<file path="src/rtl/imu_sample_timestamp_scaler_macros.svh">
// Assertion macros for the IMU sample timestamp scaler
`ifndef IMU_SAMPLE_TIMESTAMP_SCALER_MACROS_SVH
`define IMU_SAMPLE_TIMESTAMP_SCALER_MACROS_SVH

// Same-cycle implication, checked outside reset
`define IMU_STS_ASSERT_NOW(lbl, ant, con, msg) \
    lbl: assert property (@(posedge clk) disable iff (!rst_n) (ant) |-> (con)) \
        else $error(msg);

// Next-cycle implication, checked outside reset
`define IMU_STS_ASSERT_NEXT(lbl, ant, con, msg) \
    lbl: assert property (@(posedge clk) disable iff (!rst_n) (ant) |=> (con)) \
        else $error(msg);

`endif

</file>
<file path="src/rtl/imu_sts_pkg.sv">
// Shared types, constants and gain tables for the IMU sample timestamp scaler
`timescale 1ns / 1ps

package imu_sts_pkg;

    localparam int RAW_W      = 16;
    localparam int MAG_W      = RAW_W + 1;
    localparam int GAIN_W     = 23;
    localparam int FRAC_BITS  = 22;
    localparam int PROD_W     = MAG_W + GAIN_W;
    localparam int Q_W        = PROD_W - FRAC_BITS;
    localparam int CNT_W      = 16;
    localparam int TIME_W     = 32;
    localparam int DT_W       = 20;
    localparam int RANGE_W    = 3;
    localparam int CFG_IDX_W  = 2;
    localparam int CFG_DATA_W = 20;

    typedef enum logic [CFG_IDX_W-1:0] {
        CFG_GYRO_RANGE  = 2'd0,
        CFG_ACCEL_RANGE = 2'd1,
        CFG_INTV_LIMIT  = 2'd2
    } cfg_index_t;

    typedef struct packed {
        logic              new_sample;
        logic [DT_W-1:0]   interval_us;
        logic [TIME_W-1:0] sample_time_us;
    } time_res_t;

    function automatic logic [GAIN_W-1:0] gyro_gain(input logic [RANGE_W-1:0] sel);
        logic [GAIN_W-1:0] g;
        case (sel)
            3'd0:    g = 23'd4463684;
            3'd1:    g = 23'd2231842;
            3'd2:    g = 23'd1117625;
            3'd3:    g = 23'd558812;
            3'd4:    g = 23'd279406;
            3'd5:    g = 23'd139623;
            3'd6:    g = 23'd69812;
            3'd7:    g = 23'd34906;
            default: g = 23'd34906;
        endcase
        return g;
    endfunction

    function automatic logic [GAIN_W-1:0] accel_gain(input logic [RANGE_W-1:0] sel);
        logic [GAIN_W-1:0] g;
        case (sel)
            3'd1:    g = 23'd1024000;
            3'd2:    g = 23'd512000;
            3'd3:    g = 23'd256000;
            default: g = 23'd2048000;
        endcase
        return g;
    endfunction

endpackage

</file>
<file path="src/rtl/imu_sts_lane.sv">
// One scaling lane: magnitude multiply by the gain, then round and saturate
`timescale 1ns / 1ps

module imu_sts_lane (
    input  logic                                 clk,
    input  logic                                 load,
    input  logic                                 ready,
    input  logic signed [imu_sts_pkg::RAW_W-1:0] raw,
    input  logic [imu_sts_pkg::GAIN_W-1:0]       gain,
    output logic signed [imu_sts_pkg::RAW_W-1:0] result
);
    import imu_sts_pkg::*;

    logic [MAG_W-1:0]  mag;
    logic [PROD_W-1:0] prod_reg;
    logic [PROD_W-1:0] prod_next;
    logic              neg_reg;
    logic [PROD_W-1:0] rounded;
    logic [Q_W-1:0]    q;

    always_comb
    begin
        if (!ready)
        begin
            mag = '0;
        end
        else if (raw[RAW_W-1])
        begin
            mag = MAG_W'(-$signed({raw[RAW_W-1], raw}));
        end
        else
        begin
            mag = {1'b0, raw};
        end
        prod_next = PROD_W'(mag) * PROD_W'(gain);
    end

    always_ff @(posedge clk)
    begin
        if (load)
        begin
            prod_reg <= prod_next;
            neg_reg  <= ready & raw[RAW_W-1];
        end
    end

    // round half away from zero on the magnitude, then clamp
    always_comb
    begin
        rounded = prod_reg + (PROD_W'(1) << (FRAC_BITS - 1));
        q       = rounded[PROD_W-1:FRAC_BITS];
        if (neg_reg)
        begin
            if (q > Q_W'(32768))
            begin
                result = 16'sh8000;
            end
            else
            begin
                result = RAW_W'(-q);
            end
        end
        else
        begin
            if (q > Q_W'(32767))
            begin
                result = 16'sh7FFF;
            end
            else
            begin
                result = q[RAW_W-1:0];
            end
        end
    end

endmodule

</file>
<file path="src/rtl/imu_sts_time.sv">
// Timer widening and sample interval check
`timescale 1ns / 1ps

module imu_sts_time (
    input  logic                               clk,
    input  logic                               rst_n,
    input  logic                               load,
    input  logic                               take,
    input  logic                               ready,
    input  logic [imu_sts_pkg::CNT_W-1:0]      timer_count,
    input  logic [imu_sts_pkg::DT_W-1:0]       limit,
    output imu_sts_pkg::time_res_t             res
);
    import imu_sts_pkg::*;

    logic [CNT_W-1:0]  last_cnt_reg;
    logic [TIME_W-1:0] wrap_reg;
    logic [TIME_W-1:0] wrap_next;
    logic [TIME_W-1:0] last_time_reg;
    logic              prev_valid_reg;
    logic [TIME_W-1:0] now;
    logic [TIME_W-1:0] diff;
    logic              ok;
    time_res_t         res_reg;
    time_res_t         res_next;

    always_comb
    begin
        wrap_next = (timer_count < last_cnt_reg) ? wrap_reg + (TIME_W'(1) << CNT_W)
                                                 : wrap_reg;
        now  = wrap_next + TIME_W'(timer_count);
        diff = now - last_time_reg;
        ok   = prev_valid_reg && (now >= last_time_reg) && (diff != '0)
               && (diff <= TIME_W'(limit));
        res_next = '0;
        if (ready)
        begin
            res_next.new_sample     = ok;
            res_next.interval_us    = ok ? diff[DT_W-1:0] : '0;
            res_next.sample_time_us = now;
        end
    end

    always_ff @(posedge clk or negedge rst_n)
    begin
        if (!rst_n)
        begin
            last_cnt_reg   <= '0;
            wrap_reg       <= '0;
            last_time_reg  <= '0;
            prev_valid_reg <= 1'b0;
        end
        else if (take && ready)
        begin
            last_cnt_reg   <= timer_count;
            wrap_reg       <= wrap_next;
            last_time_reg  <= now;
            prev_valid_reg <= 1'b1;
        end
    end

    always_ff @(posedge clk)
    begin
        if (load)
        begin
            res_reg <= res_next;
        end
    end

    assign res = res_reg;

endmodule

</file>
<file path="src/rtl/imu_sample_timestamp_scaler.sv">
// Top level of the IMU sample timestamp scaler: lanes, timer unit, output stage
// Usage:
//   s_* carries one sensor poll per word; s_tuser is the data-ready flag and
//   s_tdata the timer count and six raw axis counts. m_* carries one result
//   word per poll; m_tuser is the new-sample flag and m_tdata the interval,
//   widened timestamp and six scaled axes. cfg_we/cfg_index/cfg_data write
//   the gyro range, accel range and interval limit; write only while idle.
// Timing:
//   Two register stages: an accepted word passes the first stage and then
//   the output register before it shows on m_*. The first stage holds the
//   six lane products and the timer unit, the second the rounding,
//   saturation and the output register. One word per cycle is accepted
//   while the output register drains.
// Reset:
//   Clears the pipeline valids, the timer history and loads the default
//   range selections and interval limit.
// Stall:
//   While m_tvalid is high and m_tready low, the whole pipeline holds and
//   s_tready drops; the held result stays unchanged until taken.
`timescale 1ns / 1ps

module imu_sample_timestamp_scaler (
    input  logic                                  clk,
    input  logic                                  rst_n,
    input  logic                                  s_tvalid,
    output logic                                  s_tready,
    // timer_count, accel_x_raw, accel_y_raw, accel_z_raw, gyro_x_raw, gyro_y_raw, gyro_z_raw
    input  logic [111:0]                          s_tdata,
    // sample_ready
    input  logic                                  s_tuser,
    output logic                                  m_tvalid,
    input  logic                                  m_tready,
    // interval_us, sample_time_us, accel_x_mg, accel_y_mg, accel_z_mg,
    // gyro_x_mrad, gyro_y_mrad, gyro_z_mrad, 4 zero bits
    output logic [151:0]                          m_tdata,
    // new_sample
    output logic                                  m_tuser,
    input  logic                                  cfg_we,
    input  logic [imu_sts_pkg::CFG_IDX_W-1:0]     cfg_index,
    input  logic [imu_sts_pkg::CFG_DATA_W-1:0]    cfg_data
);
    import imu_sts_pkg::*;

    localparam int LANES = 6;

    logic [RANGE_W-1:0] gyro_range_reg;
    logic [RANGE_W-1:0] accel_range_reg;
    logic [DT_W-1:0]    limit_reg;
    logic               adv;
    logic               take;
    logic               s1_valid_reg;
    logic               out_valid_reg;
    time_res_t          time_res;
    time_res_t          time_out_reg;
    logic [GAIN_W-1:0]  gyro_g;
    logic [GAIN_W-1:0]  accel_g;
    logic signed [RAW_W-1:0] lane_raw [LANES];
    logic signed [RAW_W-1:0] lane_res [LANES];
    logic [RAW_W-1:0]        axis_out_reg [LANES];

    assign adv      = !out_valid_reg || m_tready;
    assign s_tready = adv;
    assign take     = s_tvalid && adv;
    assign gyro_g   = gyro_gain(gyro_range_reg);
    assign accel_g  = accel_gain(accel_range_reg);

    always_ff @(posedge clk or negedge rst_n)
    begin
        if (!rst_n)
        begin
            gyro_range_reg  <= RANGE_W'(1);
            accel_range_reg <= RANGE_W'(2);
            limit_reg       <= DT_W'(100000);
        end
        else if (cfg_we)
        begin
            case (cfg_index)
                CFG_GYRO_RANGE:  gyro_range_reg  <= cfg_data[RANGE_W-1:0];
                CFG_ACCEL_RANGE: accel_range_reg <= cfg_data[RANGE_W-1:0];
                CFG_INTV_LIMIT:  limit_reg       <= cfg_data[DT_W-1:0];
                default:         ;
            endcase
        end
    end

    imu_sts_time u_time (
        .clk         (clk),
        .rst_n       (rst_n),
        .load        (adv),
        .take        (take),
        .ready       (s_tuser),
        .timer_count (s_tdata[15:0]),
        .limit       (limit_reg),
        .res         (time_res)
    );

    genvar gi;
    generate
        for (gi = 0; gi < LANES; gi++)
        begin : g_lane
            assign lane_raw[gi] = s_tdata[(gi+1)*RAW_W +: RAW_W];
            imu_sts_lane u_lane (
                .clk    (clk),
                .load   (adv),
                .ready  (s_tuser),
                .raw    (lane_raw[gi]),
                .gain   ((gi < 3) ? accel_g : gyro_g),
                .result (lane_res[gi])
            );
        end
    endgenerate

    always_ff @(posedge clk or negedge rst_n)
    begin
        if (!rst_n)
        begin
            s1_valid_reg  <= 1'b0;
            out_valid_reg <= 1'b0;
        end
        else if (adv)
        begin
            s1_valid_reg  <= s_tvalid;
            out_valid_reg <= s1_valid_reg;
        end
    end

    // merge lane results and timer result into the output word
    always_ff @(posedge clk)
    begin
        if (adv && s1_valid_reg)
        begin
            time_out_reg <= time_res;
            for (int i = 0; i < LANES; i++)
            begin
                axis_out_reg[i] <= lane_res[i];
            end
        end
    end

    assign m_tvalid = out_valid_reg;
    assign m_tuser  = time_out_reg.new_sample;
    assign m_tdata  = {4'd0,
                       axis_out_reg[5], axis_out_reg[4], axis_out_reg[3],
                       axis_out_reg[2], axis_out_reg[1], axis_out_reg[0],
                       time_out_reg.sample_time_us, time_out_reg.interval_us};

`include "imu_sample_timestamp_scaler_macros.svh"

    `IMU_STS_ASSERT_NOW(a_flag_has_dt, m_tvalid && m_tuser, m_tdata[19:0] != 20'd0, "new sample with zero interval")
    `IMU_STS_ASSERT_NOW(a_reject_no_dt, m_tvalid && !m_tuser, m_tdata[19:0] == 20'd0, "rejected sample with nonzero interval")
    `IMU_STS_ASSERT_NOW(a_dt_in_limit, m_tvalid && m_tuser && !$past(cfg_we), m_tdata[19:0] <= limit_reg, "interval above limit")
    `IMU_STS_ASSERT_NEXT(a_accept_moves, take, s1_valid_reg, "accepted word lost in first stage")
    `IMU_STS_ASSERT_NOW(a_stall_holds_input, out_valid_reg && !m_tready, !s_tready, "input taken during output stall")

endmodule
</file>
<file path="config.mk">
export PLATFORM = sky130hd
export DESIGN_NAME = imu_sample_timestamp_scaler
export DESIGN_NICKNAME = d
export VERILOG_FILES = /design/src/rtl/imu_sts_pkg.sv /design/src/rtl/imu_sts_lane.sv /design/src/rtl/imu_sts_time.sv /design/src/rtl/imu_sample_timestamp_scaler.sv
export VERILOG_INCLUDE_DIRS = /design/src /design/src/rtl
export SDC_FILE = /design/constraint.sdc
export NUM_CORES = 2
export LEC_CHECK = 0
export ABC_AREA = 1
export ABC_CLOCK_PERIOD_IN_PS = 22900
export BUFFER_PORTS_ARGS = -buffer_cell sky130_fd_sc_hd__buf_2
export CAP_MARGIN = 20
export CORE_MARGIN = 8
export CORE_UTILIZATION = 40
export DETAILED_ROUTE_END_ITERATION = 10
export PLACE_DENSITY = 0.67
export SYNTH_ARGS = -nofsm -noshare
export SYNTH_HDL_FRONTEND = slang
export SYNTH_SLANG_ARGS = --single-unit
</file>
<file path="constraint.sdc">
create_clock -name clk -period 22.9 [get_ports clk]
set_input_delay 5.725 -clock clk [delete_from_list [all_inputs] [get_ports clk]]
set_output_delay 5.725 -clock clk [all_outputs]
set_load 0.05 [all_outputs]
</file>
==> summary.md <==
| Metric | Value |
|---|---|
| Post-synthesis cell type count | `61` |
| Top delay family on crit path | `adder cells` |
| P&R area growth vs syn | `7.96%` |
| Post-route ant nets | `0` |
| Initial Util | `between 40 and 50%` |
| Setup bufs post-CTS | `0` |
| Vias per cell | `approximately 5.1` |
| DRT Pass-1 Iters | `9` |
| Most frequent cells in the layout | `inv_1, nand2_1, fa_1` |
| Fmax | `approximately 75 MHz` |
| Slew headroom | `22.7%` |
| WL/cell | `roughly 18 um` |
| Overflow after GRT | `0` |
| Top Ports | `approximately 300` |
| CTS clk-pin slew, worst paths | `about 0.060 ns` |
| Crit Path Max Fanout | `16` |
| Hold Fails Final Rpt | `0` |
| Max reg flops | `around 110` |
| Fraction of layout cells with a size suffix above 1 | `6.60%` |
| Die W | `around 450 um` |
| Post-Syn Area | `approximately 76,000 sq um` |
| DIE AREA | `205,000 sq um` |
| Pleak | `42.9 nW` |
| Util after Layout | `a little over two fifths` |
| First-pass GRT wire length | `between 300 and 400 mm` |
| RSZ-0062 raised after global routing | `false` |
| Critical Path RT | `23.29 ns` |
| Fin Setup TNS | `0 ns` |
| Cells after Synth | `between 9,000 and 10,000` |
| Crit path kind | `primary input to flip-flop` |
| Synth Register Bits | `377` |
| Bufs and invs on worst path | `6` |
| Largest stage delay on the critical path | `between 0.6 and 0.7 ns` |
| Post-route cell area | `82,500 sq um` |
| CTS Hold Bufs | `0` |
| Clock Tree Root | `clkbuf_16` |
| VDD IR max | `between 0.1 and 0.15 mV` |
| Worst setup EP type | `flip-flop` |
| Tmin final | `~13 ns` |
| Tightest Hold Check Type | `flip-flop to flip-flop` |
| P per Cell Area | `between 100 and 150 nW/um^2` |
| Number of synthesized flops with an enable pin | `316` |
| 1st-iter DRT viols | `roughly 4,400` |
| Clk_skew | `0.0427 ns` |
| Critical Path Start Type | `primary input` |
| CTS Buf Count | `46` |
| Crit share post-route | `between 50% and 60%` |
| Clock sinks | `~380` |
| DRT Wirelength | `about 230 mm` |
| GP Congestion | `0.953` |
| Vias in the first global route | `about 65,000` |
| NumNets Final | `between 10,000 and 15,000` |
| Post-synthesis sequential area ratio | `approximately 14%` |
| Yosys warning total | `0` |
| Area leader, netlist | `fa_1` |
| Syn Area/Cell | `about 8.1 sq um` |
| Max clock buf depth | `3` |
| CP most frequent cell | `fa_1` |
| Commonest non-fill, non-tap cell in the layout | `inv_1` |
| CTS tree | `built` |
| Port Buffers | `290` |
| Max Cap Violations | `0` |
| Max H-tree Level | `2` |
| Final setup viols | `0` |
| Post_cts resized | `0` |
| Total GRT Usage | `a little over a fifth` |
| Synth top area cells | `fa_1, edfxtp_1, ha_1` |
| CP max-delay cell | `inv_1` |
| Largest net degree at the start of global routing | `62` |
| FF-to-FF setup slack | `13.19 ns` |
| Power, Total | `between 10 and 15 mW` |
| Later-pin clock latency in the skew report | `0.65 ns` |
| Yosys top cell area share | `between 30% and 40%` |
| Synth async-reset ratio | `16.2%` |
| Antenna violations before repair | `5` |
| Final HPWL DP | `183 mm` |
| Worst Max-Slew Pin Slew | `~1.2 ns` |
| Residual DRC | `0` |
| Height of the chip | `between 400 and 500 um` |
| Dpl cell area | `80,800 sq um` |
| Top FF cell, synth | `edfxtp_1` |
| Core area | `roughly 190,000 sq um` |
| Final Max Tran Viols | `0` |
| Worst hold margin | `slightly above 0.4 ns` |
| Vias | `between 60,000 and 70,000` |
| Critical path arrival | `around 14 ns` |
| Status | `complete, no violations` |
| FP Rows | `160` |
==> routing by layer <==
metal | wire length, um | share of wire (%) | global-route usage [%]
met5 | 0 | 0 | 0
met4 | 12500 | 5.5 | 10.0
met3 | 15400 | 6.8 | 2.89
met2 | 109000 | 48 | 37.7
met1 | 89800 | 40 | 27.3
==> cells by family (layout without fill, tap and decap cells) <==
family,count (synthesis),count (layout),share of synthesized area [%]
xor gates and xnor gates,235,235,2.70
and+or+nand+nor,3462,3462,18.8
adders and majority gates,2004,2004,45.5
DFF,377,377,14.4
buffers and inverters,2564,2744,12.7
other,2,111,0.00983
muxes,15,15,0.221
AOI/OAI and AO/OA,777,777,5.66
==> final timing paths <==
kind / cells after the start / start / endpoint
max: 32 / s_tdata[82] / g_lane[4].u_lane.prod_reg[35]$_DFFE_PN_
min: 0 / u_time.res[24]$_SDFFCE_PN0N_ / m_tdata[44]$_DFFE_PP_
max reg2reg: 28 / gyro_range_reg[1]$_DFFE_PN0P_ / g_lane[4].u_lane.prod_reg[35]$_DFFE_PN_
min reg2reg: 0 / u_time.res[24]$_SDFFCE_PN0N_ / m_tdata[44]$_DFFE_PP_
max in group asynchronous: 2 / rst_n / u_time.last_time_reg[28]$_DFFE_PN0P_
min in group asynchronous: 2 / rst_n / u_time.last_time_reg[5]$_DFFE_PN0P_
==> synth_stat cells (18+ instances only) <==
library cell     n
dfrtp_1         53
nand3_2         20
o21bai_1        36
edfxtp_1       316
fa_1          1288
nor4_1          26
nand2_1       1882
a21oi_1        280
ha_1           716
nand4_1         67
xor2_1         178
nand2_2         19
o21a_1          18
nor2_1         970
xnor2_1         57
nor2_2          40
nor3_1         103
clkinv_1        23
a21o_1          25
inv_1         2266
or2_2           23
o21ai_1         40
clkbuf_1       222
a31oi_1         23
o21ai_0        300
nand3_1        262
==> metrics by stage <==
stage | worst slack, ns | cells
final | 9.54 | 12200
after global routing | 9.00 | 12200
after CTS | 9.76 | 12200
after detailed placement | 9.07 | 12100
after global placement | 9.15 | 12100
after floorplan | 7.86 | 9540
==> layout make-up <==
| class | instances | area (sq um) |
|---|---|---|
| flip-flops and latches | 377 | 11000 |
| repair buffers | 355 | 1980 |
| clock buffers | 53 | 1180 |
| fillers | 18700 | 108000 |
| well taps | 2511 | 3140 |
| diodes | 5 | 12.5 |
| inverters | 2303 | 8650 |
| multi-input cells | 6599 | 56100 |
| clock inverters | 33 | 375 |
==> power breakdown <==
group          total [mW]  switching (mW)  internal [mW]  leakage (nW)
combinational        9.22            6.01           3.21          38.3
clock               0.758           0.324          0.434         0.754
sequential           1.32           0.128           1.19          3.88
==> worst reg2reg max path: cells and delay by family, from the launching register on <==
family,cells,cell delay (ns)
buffers and inverters,8,2.00
AOI/OAI and AO/OA,5,2.02
and+or+nand+nor,6,1.49
xor gates and xnor gates,1,0.09
DFF,1,0.32
adders and majority gates,8,3.52
No activity file was read; power rests on OpenSTA's default activity.
